--- config.mk ---
export PLATFORM = sky130hd
export DESIGN_NAME = bmf_ctrl
export DESIGN_NICKNAME = d
export VERILOG_FILES = /design/src/hdl/bmf_pkg.sv /design/src/hdl/bmf_ctrl.sv
export SDC_FILE = /design/constraint.sdc
export NUM_CORES = 1
export LEC_CHECK = 0
export BUFFER_PORTS_ARGS = -buffer_cell sky130_fd_sc_hd__buf_2
export CAP_MARGIN = 0
export CORE_AREA = 4 4 41 43
export CTS_CLUSTER_SIZE = 10
export DETAILED_ROUTE_END_ITERATION = 8
export DIE_AREA = 0 0 45 47
export REMOVE_ABC_BUFFERS = 1
export SYNTH_ARGS = -nofsm -noshare
export SYNTH_HDL_FRONTEND = slang
export SYNTH_SLANG_ARGS = --single-unit
--- constraint.sdc ---
create_clock -name clk -period 2.2 [get_ports clk]
set_input_delay 0.11 -clock clk [delete_from_list [all_inputs] [get_ports clk]]
set_output_delay 0.11 -clock clk [all_outputs]
set_load 0.1 [all_outputs]
--- src/hdl/bmf_pkg.sv ---
// bmf_pkg: shared types, constants and helpers for the bracket match finder
// used by bmf_ctrl, bmf_datapath and bracket_match_finder; no dependencies
package bmf_pkg;

  localparam int MAX_CHARS_DEFAULT = 4096;
  localparam int CHAR_W  = 16;
  localparam int CURSOR_W = 13;
  localparam int INDEX_W = 12;

  localparam logic [CHAR_W-1:0] CH_LPAREN = 16'h0028;
  localparam logic [CHAR_W-1:0] CH_RPAREN = 16'h0029;
  localparam logic [CHAR_W-1:0] CH_LBRACK = 16'h005B;
  localparam logic [CHAR_W-1:0] CH_RBRACK = 16'h005D;
  localparam logic [CHAR_W-1:0] CH_LBRACE = 16'h007B;
  localparam logic [CHAR_W-1:0] CH_RBRACE = 16'h007D;

  typedef enum logic [2:0] {
    ST_LOAD,
    ST_CHECK,
    ST_RD_AT,
    ST_RD_BEF,
    ST_PICK,
    ST_SCAN_RD,
    ST_SCAN_CHK,
    ST_RESULT
  } state_t;

  typedef enum logic [1:0] {
    RD_POS,
    RD_POS_M1,
    RD_IDX
  } rd_sel_t;

  typedef struct packed {
    logic    load_en;
    logic    start;
    rd_sel_t rd_sel;
    logic    cap_at;
    logic    pick;
    logic    step;
    logic    publish;
  } cmd_t;

  typedef struct packed {
    logic last_taken;
    logic range_ok;
    logic pick_none;
    logic scan_done;
    logic out_free;
  } sts_t;

  function automatic logic opens(input logic [CHAR_W-1:0] c);
    return (c == CH_LPAREN) || (c == CH_LBRACK) || (c == CH_LBRACE);
  endfunction

  function automatic logic closes(input logic [CHAR_W-1:0] c);
    return (c == CH_RPAREN) || (c == CH_RBRACK) || (c == CH_RBRACE);
  endfunction

  function automatic logic [CHAR_W-1:0] partner_of(input logic [CHAR_W-1:0] c);
    logic [CHAR_W-1:0] p;
    case (c)
      CH_LPAREN: p = CH_RPAREN;
      CH_LBRACK: p = CH_RBRACK;
      CH_LBRACE: p = CH_RBRACE;
      CH_RPAREN: p = CH_LPAREN;
      CH_RBRACK: p = CH_LBRACK;
      CH_RBRACE: p = CH_LBRACE;
      default:   p = '1;
    endcase
    return p;
  endfunction

endpackage

--- src/hdl/bmf_ctrl.sv ---
// bmf_ctrl: sequencer for loading, bracket pick, depth scan and result hand-off
// depends on bmf_pkg
module bmf_ctrl
  import bmf_pkg::*;
(
  input  logic clk,
  input  logic rst,
  input  sts_t sts,
  output cmd_t cmd
);

  state_t state;
  state_t state_next;

  always_ff @(posedge clk) begin
    if (rst) begin
      state <= ST_LOAD;
    end else begin
      state <= state_next;
    end
  end

  always_comb begin
    state_next = state;
    case (state)
      ST_LOAD: begin
        if (sts.last_taken) state_next = ST_CHECK;
      end
      ST_CHECK: begin
        state_next = sts.range_ok ? ST_RD_AT : ST_RESULT;
      end
      ST_RD_AT:  state_next = ST_RD_BEF;
      ST_RD_BEF: state_next = ST_PICK;
      ST_PICK: begin
        state_next = sts.pick_none ? ST_RESULT : ST_SCAN_RD;
      end
      ST_SCAN_RD: state_next = ST_SCAN_CHK;
      ST_SCAN_CHK: begin
        state_next = sts.scan_done ? ST_RESULT : ST_SCAN_RD;
      end
      ST_RESULT: begin
        if (sts.out_free) state_next = ST_LOAD;
      end
      default: state_next = ST_LOAD;
    endcase
  end

  // publish is gated by the output register's free status in the datapath
  always_comb begin
    cmd = '0;
    cmd.rd_sel = RD_IDX;
    case (state)
      ST_LOAD:     cmd.load_en = 1'b1;
      ST_CHECK:    cmd.start = 1'b1;
      ST_RD_AT:    cmd.rd_sel = RD_POS;
      ST_RD_BEF: begin
        cmd.rd_sel = RD_POS_M1;
        cmd.cap_at = 1'b1;
      end
      ST_PICK:     cmd.pick = 1'b1;
      ST_SCAN_RD:  cmd.rd_sel = RD_IDX;
      ST_SCAN_CHK: cmd.step = 1'b1;
      ST_RESULT:   cmd.publish = 1'b1;
      default:     cmd = '0;
    endcase
  end

endmodule

==> qor_table.md, run 1 <==
| Stage | Result | Value |
| --- | --- | --- |
| run status | Outcome | complete, no violations |
| clock tree | Clock-pin slew on the worst setup and hold paths | 40 ps |
| critical path | Crit Path Max Fanout | 10 |
| critical path | Delay-heaviest family, CP | flip-flops |
| placement | Routability congestion estimate | 0.732 |
| logic synthesis | Commonest cells post-synth | nor2_1, dfxtp_1, inv_1 |
| logic synthesis | Top area cells in the synthesized netlist | dfxtp_1, nor2_1, a221oi_2 |
| timing | Relative slew slack | 67.7% |
| clock tree | Number of H-tree levels | 1 |
| layout | Post-route non-filler standard cell count | 60 |
| min path | Hold Path Class | input pin to flop |
| clock tree | Hold-fix buffers, CTS | 0 |
| placement | Cells after DPL | 56 |
| power and ir drop | Total power divided by cell area | 1180 nW/µm² |
| critical path | Critical path launch point type | flop |
| clock tree | Maximum buffer depth of the clock tree | 2 |
| clock tree | Sink count of the clock tree | 3 |
| power and ir drop | Sequential fraction of design power | 21.4% |
| grt | Antenna violations before repair | 0 |
| power and ir drop | Switch share | 54.7% |
| layout | Max reg flops | 3 |
| placement | Post-detail-place hpwl | 517 µm |
| logic synthesis | Most common flop cell mapped by yosys | dfxtp_1 |
| placement | # port buffers | 14 |
| flow run | Max-Cap Viols | 0 |
| timing | Final TNS setup | 0 ps |
| grt | Congestion Overflow GR | 0 |
| critical path | Required time of the critical path | 2090 ps |
| layout | Share of final-layout standard cells stronger than drive strength 1 | 42.2% |
| power and ir drop | Power dissipated by switching net loads | 200 µW |
| route | Post-route antenna net violation count | 0 |
| logic synthesis | Async S/R FF share, synth | 0% |
| layout | Registers with the highest flip-flop counts | state: 3 flops |
| logic synthesis | Distinct cell type count of the synthesized netlist | 18 |
| logic synthesis | Top cell type by total area after synthesis | dfxtp_1 |
| timing | Total setup violations reported at the end of the flow | 0 |
| timing | Maximum clock skew at final layout | 0.678 ps |
| timing | RSZ-0062 raised after global routing | false |
| timing | Shortest clock period the worst path allows after layout | 1570 ps |
| logic synthesis | Mapped Avg Cell Area | 7.21 µm² |
| floorplanning | Starting density of the core | 16.1% |
| critical path | R2r startpoint | state[1] |
| critical path | CP Cell Sequence | nand2_1, nor2_1, buf_2 |
| route | Total number of vias | 257 |
| clock tree | Clock root cell | clkbuf_4 |
| timing | Worst setup slack after layout | 628 ps |
| layout | Reg with most FFs | state |
| floorplanning | Chip width | 45 µm |
| route | DRC violations left | 0 |
| power and ir drop | Portion of total power attributed to combinational logic | 52.0% |
| timing | Number of slew-limit violations in the final report | 0 |
| grt | Largest net degree at the start of global routing | 11 |
| power and ir drop | Static leakage | 0.144 nW |
| timing | Transition time at the pin with the least slew margin | 487 ps |
| route | Wire length reported by the detailed router | 609 µm |
| logic synthesis | Count of synthesis-stage warnings from yosys | 0 |
| grt | Wire length of the first global-routing pass | 972 µm |
| layout | Antenna diode instance count | 0 |
| grt | Global-route usage over all layers | 6.79% |
| logic synthesis | Netlist area before placement | 209 µm² |
| logic synthesis | Most common cell in the netlist | nor2_1 |
| critical path | Worst setup path start | state[1] |
| timing | Crit share post-route | 71.5% |
| layout | Total number of nets in the final design | 53 |
| logic synthesis | Cell count after synthesis | 29 |
| logic synthesis | Post-synth EDFFs | 0 |
| route | Violation count after the first detailed-routing iteration | 4 |
| min path | Startpoint of the worst hold path | rst |
| layout | FILL cells | 154 |
| critical path | Critical Path End Type | primary output |
| clock tree | Number of buffers inserted during clock tree synthesis | 3 |
| timing | Max Fclk | 636 MHz |
| critical path | Worst setup path class | flop to primary output |
| route | Number of iterations in the first detailed-routing pass | 4 |
| clock tree | Gates resized, CTS repair | 0 |
| clock tree | Insertion delay of the later-clocked pin in the worst-skew pair | 230 ps |
| logic synthesis | Synthesized flop and latch total | 3 |
| critical path | Arr. time, crit path | 1460 ps |
| critical path | Slowest stage delay, CP | 470 ps |
| critical path | Bufs and invs on worst path | 1 |
| power and ir drop | Internal Dissipation | 166 µW |
| floorplanning | Core box area | 1300 µm² |
| timing | Worst Hold Slack | 83.4 ps |
| route | Vias per cell | 4.28 |
| grt | Vias in the first global route | 243 |
| clock tree | TritonCTS clock tree | built |
| floorplanning | Placement Rows | 13 |
| floorplanning | Area of the die | 2120 µm² |
| floorplanning | I/O pin count | 15 |
| logic synthesis | Proportion of synthesized chip area in sequential cells | 28.7% |
| logic synthesis | Portion of synthesized cell area occupied by the leading cell type | 28.7% |
| layout | Layout overhead on the synthesized area | 49.1% |
| power and ir drop | Clk network pwr share | 26.7% |
| floorplanning | Die Height | 47 µm |
| route | Final routed wire length divided by cell count | 10.2 µm |
| placement | Placement-stage cell area | 285 µm² |
| clock tree | Post-CTS setup buffer count | 0 |
| placement | Worst slack, placed | 879 ps |
| layout | Post-route standard cell area excluding fillers | 312 µm² |
| timing | Final number of hold-violating endpoints | 0 |
| critical path | Slowest CP cell | dfxtp_1 |
| power and ir drop | Largest voltage drop on the vdd net | 0.322 mV |
[cells in the final DEF, fill, tap and decap left out, drive strengths merged]
master	instances
dfxtp	3
nor2b	2
o32a	1
buf	14
a221oi	1
inv	3
nand3	1
nand2	2
a31oi	1
o211ai	1
clkbuf	4
nor2	5
a21oi	1
nand2b	1
nor3	2
a21o	1
o21ai	2
[metrics by stage]
step | power [mW] | util [%]
global route | 0.391 | 23.9
finish | 0.366 | 23.9
floorplan | 0.239 | -
detailed placement | 0.270 | 21.9
global placement | 0.271 | 21.9
CTS | 0.373 | 23.9
[final cells by class]
type	instances	area (µm²)	share of cell area [%]
Clock buffer	4	26.3	8.43
Inverter	3	11.3	3.61
Timing Repair Buffer	14	70.1	22.5
Sequential cell	3	60.1	19.3
Tap cell	15	18.8	6.02
Multi-Input combinational cell	21	125	40.2
[metal layers]
metal	vias to the layer above	wire [µm]	track usage (%)
li1	132	-	-
met1	116	271	7.27
met2	9	271	9.32
met3	0	66	5.75
met4	0	0	3.51
met5	-	0	0
[path summary, 6_finish.rpt]
check             slack (ps)       end  depth (start not counted)
setup / recovery         630    cmd[0]                          3
setup reg to reg        1110  state[2]                          3
hold reg to reg          560  state[1]                          2
hold / removal            80  state[0]                          2
[power groups by stage]
stage	Sequential [mW]	Clock [mW]	Combinational [mW]
detailed placement	0.0792	0	0.191
global route	0.0811	0.112	0.198
CTS	0.0783	0.103	0.192
global placement	0.0797	0	0.191
floorplan	0.0755	0	0.163
finish	0.0783	0.0977	0.190
[cells by family after synthesis]
logic type	Yosys count	share of synthesized area, %
flip-flops	3	28.7
AO/OA/AOI/OAI	8	31.1
AND/OR/NAND/NOR	13	28.7
buffers and inverters	5	11.4
Note: power is estimated with default switching activity, not from simulation.
==> run 2, diff against run 1 <==
==> constraint.sdc (replaced) <==
create_clock -name clk -period 1.6 [get_ports clk]
set_input_delay 0.08 -clock clk [delete_from_list [all_inputs] [get_ports clk]]
set_output_delay 0.08 -clock clk [all_outputs]
set_load 0.1 [all_outputs]
==> qor_table.md, run 2 (synthesized netlist as in run 1, its figures left out) <==
| Stage | Result | Value | Change |
| --- | --- | --- | --- |
| run status | Outcome | complete, no violations | unchanged |
| clock tree | Clock root cell | clkbuf_4 | unchanged |
| timing | Final TNS setup | 0 ps | unchanged |
| timing | Relative slew slack | 67.7% | about the same |
| clock tree | Number of H-tree levels | 1 | unchanged |
| power and ir drop | Total power divided by cell area | 1610 nW/µm² | was 1180 nW/µm² |
| route | Final routed wire length divided by cell count | 10.5 µm | was 10.2 µm |
| route | Post-route antenna net violation count | 0 | unchanged |
| floorplanning | Area of the die | 2120 µm² | unchanged |
| critical path | R2r startpoint | state[1] | unchanged |
| critical path | Delay-heaviest family, CP | buffers and inverters | was flip-flops |
| critical path | Slowest CP cell | dfxtp_1 | unchanged |
| min path | Worst Hold Path Cells | 2 | unchanged |
| flow run | Max-Cap Viols | 0 | unchanged |
| critical path | CP Cell Sequence | inv_1, nor2_1, buf_2 | was nand2_1, nor2_1, buf_2 |
| timing | Max Fclk | 650 MHz |  |
| timing | Final number of hold-violating endpoints | 0 | unchanged |
| layout | Max reg flops | 3 | unchanged |
| timing | RSZ-0062 raised after global routing | true | was false |
| min path | Hold Path Class | input pin to flop | unchanged |
| route | Violation count after the first detailed-routing iteration | 2 | was 4 |
| placement | Placement-stage cell area | 285 µm² | unchanged |
| timing | Maximum clock skew at final layout | 0.285 ps | was 0.678 ps |
| critical path | Worst setup path class | flop to primary output | unchanged |
| timing | Total setup violations reported at the end of the flow | 0 | unchanged |
| clock tree | Insertion delay of the later-clocked pin in the worst-skew pair | 230 ps | about the same |
| grt | Congestion Overflow GR | 0 | unchanged |
| critical path | FF-to-FF setup slack | 490 ps | was 1110 ps |
| layout | Post-route non-filler standard cell count | 60 | unchanged |
| grt | Wire length of the first global-routing pass | 1010 µm | was 972 µm |
| min path | Worst-case hold path end point | state[0] | unchanged |
| grt | Global-route usage over all layers | 7.10% | was 6.79% |
| clock tree | Sink count of the clock tree | 3 | unchanged |
| grt | Vias in the first global route | 264 | was 243 |
| critical path | Critical path launch point type | flop | unchanged |
| placement | Post-detail-place hpwl | 508 µm | was 517 µm |
| power and ir drop | Static leakage | 0.144 nW | about the same |
| clock tree | Post-CTS setup buffer count | 0 | unchanged |
| floorplanning | I/O pin count | 15 | unchanged |
| placement | # port buffers | 14 | unchanged |
| floorplanning | Placement Rows | 13 | unchanged |
| layout | Antenna diode instance count | 0 | unchanged |
| timing | Shortest clock period the worst path allows after layout | 1540 ps |  |
| clock tree | Hold-fix buffers, CTS | 0 | unchanged |
| grt | Largest net degree at the start of global routing | 11 | unchanged |
| clock tree | Maximum buffer depth of the clock tree | 2 | unchanged |
| timing | Transition time at the pin with the least slew margin | 487 ps | about the same |
| timing | Number of slew-limit violations in the final report | 0 | unchanged |
| layout | Total number of nets in the final design | 53 | unchanged |
| critical path | Number of cell instances on the worst register-to-register path | 3 | unchanged |
| clock tree | Number of buffers inserted during clock tree synthesis | 3 | unchanged |
| layout | Registers with the highest flip-flop counts | state: 3 flops | unchanged |
| critical path | Worst setup path start | state[1] | unchanged |
| floorplanning | Chip width | 45 µm | unchanged |
| critical path | Reg2reg end | state[2] | unchanged |
| critical path | Required time of the critical path | 1520 ps | was 2090 ps |
| route | DRC violations left | 0 | unchanged |
| critical path | Slowest stage delay, CP | 490 ps | was 470 ps |
| route | Number of iterations in the first detailed-routing pass | 3 | was 4 |
| power and ir drop | Largest voltage drop on the vdd net | 0.463 mV | was 0.322 mV |
| critical path | Bufs and invs on worst path | 2 | was 1 |
| layout | Share of final-layout standard cells stronger than drive strength 1 | 42.2% | unchanged |
| route | Vias per cell | 4.35 | was 4.28 |
| floorplanning | Core box area | 1300 µm² | unchanged |
| critical path | Arr. time, crit path | 1460 ps | about the same |
| timing | Crit share post-route | 96.2% |  |
| clock tree | Gates resized, CTS repair | 0 | unchanged |
| clock tree | Clock-pin slew on the worst setup and hold paths | 40 ps | about the same |
| layout | Layout overhead on the synthesized area | 50.3% | was 49.1% |
| layout | Most frequent cells in the layout | buf_2, nor2_1, clkbuf_4, inv_1, dfxtp_1 | was buf_2, nor2_1, inv_1, clkbuf_4, dfxtp_1 |
| critical path | Crit Path Max Fanout | 10 | unchanged |
| clock tree | TritonCTS clock tree | built | unchanged |
| grt | Antenna violations before repair | 0 | unchanged |
| floorplanning | Starting density of the core | 16.1% | unchanged |
| route | Wire length reported by the detailed router | 630 µm | was 609 µm |
| min path | Startpoint of the worst hold path | rst | unchanged |
| critical path | Critical Path End Type | primary output | unchanged |
| floorplanning | Die Height | 47 µm | unchanged |
| route | Total number of vias | 261 | was 257 |
| layout | Reg with most FFs | state | unchanged |
| placement | Cells after DPL | 56 | unchanged |
| layout | Most common cell after layout, fill and taps aside | buf_2 | unchanged |
| placement | Routability congestion estimate | 0.733 | was 0.732 |
| layout | Post-route standard cell area excluding fillers | 314 µm² | was 312 µm² |
==> run 2: cell types whose count changed in the layout (fill, tap and decap cells not counted), sizes merged <==
| cell | delta |
|---|---|
| clkbuf | +1 |
| buf | -1 |
==> run 2: final cells by class <==
class	count	area, µm²
inverter	3	11.3
fill	160	987
tap	15	18.8
multi-input combinational	21	125
timing repair buffer	14	72.6
clock buffer	4	26.3
sequential	3	60.1
==> run 2: power by group <==
| group | switching (mW) | internal, mW |
|---|---|---|
| Sequential | 0.0223 | 0.0867 |
| Clock | 0.0418 | 0.0936 |
| Combinational | 0.213 | 0.0481 |
| Total | 0.278 | 0.228 |
==> run 2: metal layers <==
metal  vias up  wire length (µm)  global-route usage (%)
li1        130                 -                       -
met5         -                 0                       0
met4         0                 0                    3.51
met2        11               301                    11.3
met3         0                64                    4.98
met1       120               263                    7.03
==> run 2: worst max-delay path by stage <==
stage / end / cells after the start
finish: cmd[3] / 3
global route: cmd[3] / 3
CTS: cmd[0] / 3
detailed placement: cmd[0] / 3
global placement: cmd[0] / 3
floorplan: cmd[3] / 2
==> run 2: per-stage QoR <==
stage | total power, mW | utilization, % | hold WS (ps) | worst slack, ps
final | 0.506 | 24.1 | 44.7 | 61.1
after floorplan | 0.328 | - | 142 | -1510
after CTS | 0.513 | 23.9 | 45.2 | 18.0
after detailed placement | 0.372 | 21.9 | 286 | 266
after global routing | 0.542 | 24.1 | 40.5 | -11.8
after global placement | 0.372 | 21.9 | 298 | 285
==> run 3, diff against run 2 <==
--- a/config.mk
+++ b/config.mk
@@ -7,10 +7,10 @@
 export LEC_CHECK = 0
 export BUFFER_PORTS_ARGS = -buffer_cell sky130_fd_sc_hd__buf_2
 export CAP_MARGIN = 0
-export CORE_AREA = 4 4 41 43
+export CORE_AREA = 3 3 40 42
 export CTS_CLUSTER_SIZE = 10
 export DETAILED_ROUTE_END_ITERATION = 8
-export DIE_AREA = 0 0 45 47
+export DIE_AREA = 0 0 43 45
 export REMOVE_ABC_BUFFERS = 1
 export SYNTH_ARGS = -nofsm -noshare
 export SYNTH_HDL_FRONTEND = slang
==> qor_table.md, run 3 (synthesized netlist as in run 1, its figures left out) <==
| Stage | Result | Value | Change |
| --- | --- | --- | --- |
| grt | Largest net degree at the start of global routing | 11 | unchanged |
| critical path | R2r startpoint | state[1] | unchanged |
| layout | FILL cells | 148 | was 160 |
| critical path | Critical path launch point type | flop | unchanged |
| layout | Registers with the highest flip-flop counts | state: 3 flops | unchanged |
| placement | Placement-stage cell area | 300 µm² | was 285 µm² |
| critical path | Bufs and invs on worst path | 2 | unchanged |
| power and ir drop | Total power divided by cell area | 1560 nW/µm² | was 1610 nW/µm² |
| min path | Hold Path Class | input pin to flop | unchanged |
| layout | Max reg flops | 3 | unchanged |
| grt | Antenna violations before repair | 0 | unchanged |
| power and ir drop | Switch share | 54.0% | was 54.9% |
| placement | Worst slack, placed | 327 ps | was 266 ps |
| layout | Antenna diode instance count | 0 | unchanged |
| clock tree | Maximum buffer depth of the clock tree | 2 | unchanged |
| layout | Share of final-layout standard cells stronger than drive strength 1 | 42.2% | unchanged |
| power and ir drop | Internal Dissipation | 236 µW | was 228 µW |
| flow run | Max-Cap Viols | 0 | unchanged |
| critical path | Reg2reg end | state[2] | unchanged |
| clock tree | Number of H-tree levels | 1 | unchanged |
| power and ir drop | Clk network pwr share | 26.3% | was 26.8% |
| placement | Routability congestion estimate | 0.676 | was 0.733 |
| power and ir drop | Sequential fraction of design power | 21.2% | was 21.5% |
| critical path | Worst setup path class | flop to primary output | unchanged |
| min path | Worst-case hold path end point | state[0] | unchanged |
| grt | Congestion Overflow GR | 0 | unchanged |
| floorplanning | Core box area | 1280 µm² | was 1300 µm² |
| clock tree | Hold-fix buffers, CTS | 0 | unchanged |
| critical path | Arr. time, crit path | 1450 ps | was 1460 ps |
| clock tree | Insertion delay of the later-clocked pin in the worst-skew pair | 230 ps | about the same |
| floorplanning | Area of the die | 1940 µm² | was 2120 µm² |
| grt | Vias in the first global route | 221 | was 264 |
| power and ir drop | Static leakage | 0.147 nW | was 0.144 nW |
| route | Final routed wire length divided by cell count | 9.70 µm | was 10.5 µm |
| critical path | Slowest CP cell | dfxtp_1 | unchanged |
| layout | Footprint of the multi-input gates | 125 µm² | unchanged |
| timing | Crit share post-route | 95.5% | was 96.2% |
| placement | Post-detail-place hpwl | 444 µm | was 508 µm |
| grt | Global-route usage over all layers | 6.90% | was 7.10% |
| route | Vias per cell | 4.07 | was 4.35 |
| layout | Post-route standard cell area excluding fillers | 329 µm² | was 314 µm² |
| power and ir drop | Largest voltage drop on the vdd net | 0.367 mV | was 0.463 mV |
| route | Total number of vias | 244 | was 261 |
| floorplanning | Chip width | 43 µm | was 45 µm |
| timing | Transition time at the pin with the least slew margin | 485 ps | was 487 ps |
| timing | Final TNS setup | 0 ps | unchanged |
| power and ir drop | Power dissipated by switching net loads | 277 µW | was 278 µW |
| critical path | Delay-heaviest family, CP | buffers and inverters | unchanged |
| critical path | FF-to-FF setup slack | 480 ps | was 490 ps |
| layout | Reg with most FFs | state | unchanged |
| timing | Total setup violations reported at the end of the flow | 0 | unchanged |
| timing | Max Fclk | 654 MHz | was 650 MHz |
| timing | Relative slew slack | 67.9% | was 67.7% |
| clock tree | Number of buffers inserted during clock tree synthesis | 3 | unchanged |
| clock tree | Sink count of the clock tree | 3 | unchanged |
| layout | Total number of nets in the final design | 53 | unchanged |
| route | Violation count after the first detailed-routing iteration | 10 | was 2 |
| route | DRC violations left | 0 | unchanged |
| clock tree | Clock root cell | clkbuf_4 | unchanged |
| clock tree | Clock-pin slew on the worst setup and hold paths | 40 ps | about the same |
| critical path | CP Cell Sequence | inv_1, nor2_1, buf_2 | unchanged |
| critical path | Number of cell instances on the worst register-to-register path | 3 | unchanged |
| critical path | Critical Path End Type | primary output | unchanged |
| floorplanning | I/O pin count | 15 | unchanged |
| timing | Shortest clock period the worst path allows after layout | 1530 ps | was 1540 ps |
| critical path | Crit Path Max Fanout | 10 | unchanged |
| route | Number of iterations in the first detailed-routing pass | 4 | was 3 |
| floorplanning | Die Height | 45 µm | was 47 µm |
| power and ir drop | Portion of total power attributed to combinational logic | 52.6% | was 51.7% |
| route | Wire length reported by the detailed router | 582 µm | was 630 µm |
| timing | Final number of hold-violating endpoints | 0 | unchanged |
| timing | Worst setup slack after layout | 71.2 ps | was 61.1 ps |
| layout | Layout overhead on the synthesized area | 57.5% | was 50.3% |
| min path | Startpoint of the worst hold path | rst | unchanged |
| route | Post-route antenna net violation count | 0 | unchanged |
| critical path | Required time of the critical path | 1520 ps | about the same |
| timing | RSZ-0062 raised after global routing | true | unchanged |
| layout | Most common cell after layout, fill and taps aside | buf_2 | unchanged |
| clock tree | TritonCTS clock tree | built | unchanged |
| layout | Sequential cell area in the final layout | 60.1 µm² | unchanged |
| run status | Outcome | complete, no violations | unchanged |
| grt | Wire length of the first global-routing pass | 931 µm | was 1010 µm |
| layout | Most frequent cells in the layout | buf_2, nor2_1, clkbuf_4, inv_1, dfxtp_1 | unchanged |
| floorplanning | Starting density of the core | 16.3% | was 16.1% |
| critical path | Slowest stage delay, CP | 490 ps | about the same |
| placement | # port buffers | 14 | unchanged |
| floorplanning | Placement Rows | 13 | unchanged |
| timing | Number of slew-limit violations in the final report | 0 | unchanged |
| min path | Worst Hold Path Cells | 2 | unchanged |
| timing | Maximum clock skew at final layout | 1.47 ps | was 0.285 ps |
run 3: how the worst max path moves through the flow:
stage	startpoint	endpoint	slack, ps	depth (start not counted)
after detailed placement	state[1]	cmd[3]	330	3
after floorplan	state[1]	cmd[3]	-1510	2
final	state[1]	cmd[3]	70	3
after global routing	state[1]	cmd[3]	-40	3
after CTS	state[1]	cmd[4]	60	3
after global placement	state[1]	cmd[3]	350	3
run 3: final cells by class:
| type | instances | share of cell area [%] |
|---|---|---|
| clock buffers | 4 | 7.98 |
| repair buffers | 14 | 26.6 |
| inverters | 3 | 3.42 |
| well taps | 15 | 5.70 |
| multi-input cells | 21 | 38.0 |
| flip-flops and latches | 3 | 18.3 |
run 3: what timing repair did:
item | CTS | global route
endpoints found under the setup margin | 0 | 3
resized for setup | 0 | 1
buffers inserted | 0 | 0
run 3: power by group through the flow:
stage / Sequential, mW / Clock [mW] / Combinational, mW
finish: 0.109 / 0.135 / 0.270
CTS: 0.108 / 0.143 / 0.271
global placement: 0.109 / 0 / 0.272
floorplan: 0.104 / 0 / 0.224
global route: 0.112 / 0.150 / 0.282
detailed placement: 0.109 / 0 / 0.270
run 3: metrics by stage:
stage                     cells  power, mW  hold WS (ps)  utilization, %
after CTS                    60      0.522          38.9            25.4
after global placement       56      0.381           293            23.4
after global routing         60      0.544          44.6            25.6
after detailed placement     56      0.380           290            23.4
after floorplan              27      0.328           142               -
final                        60      0.513          49.7            25.6
run 3: per-layer routing:
layer / part of all wire (%) / GRT usage [%] / vias up
met3: 8.2 / 3.19 / 0
met2: 45 / 8.68 / 9
met1: 47 / 8.15 / 102
met5: 0 / 0 / -
met4: 0 / 7.23 / 0
li1: - / - / 133
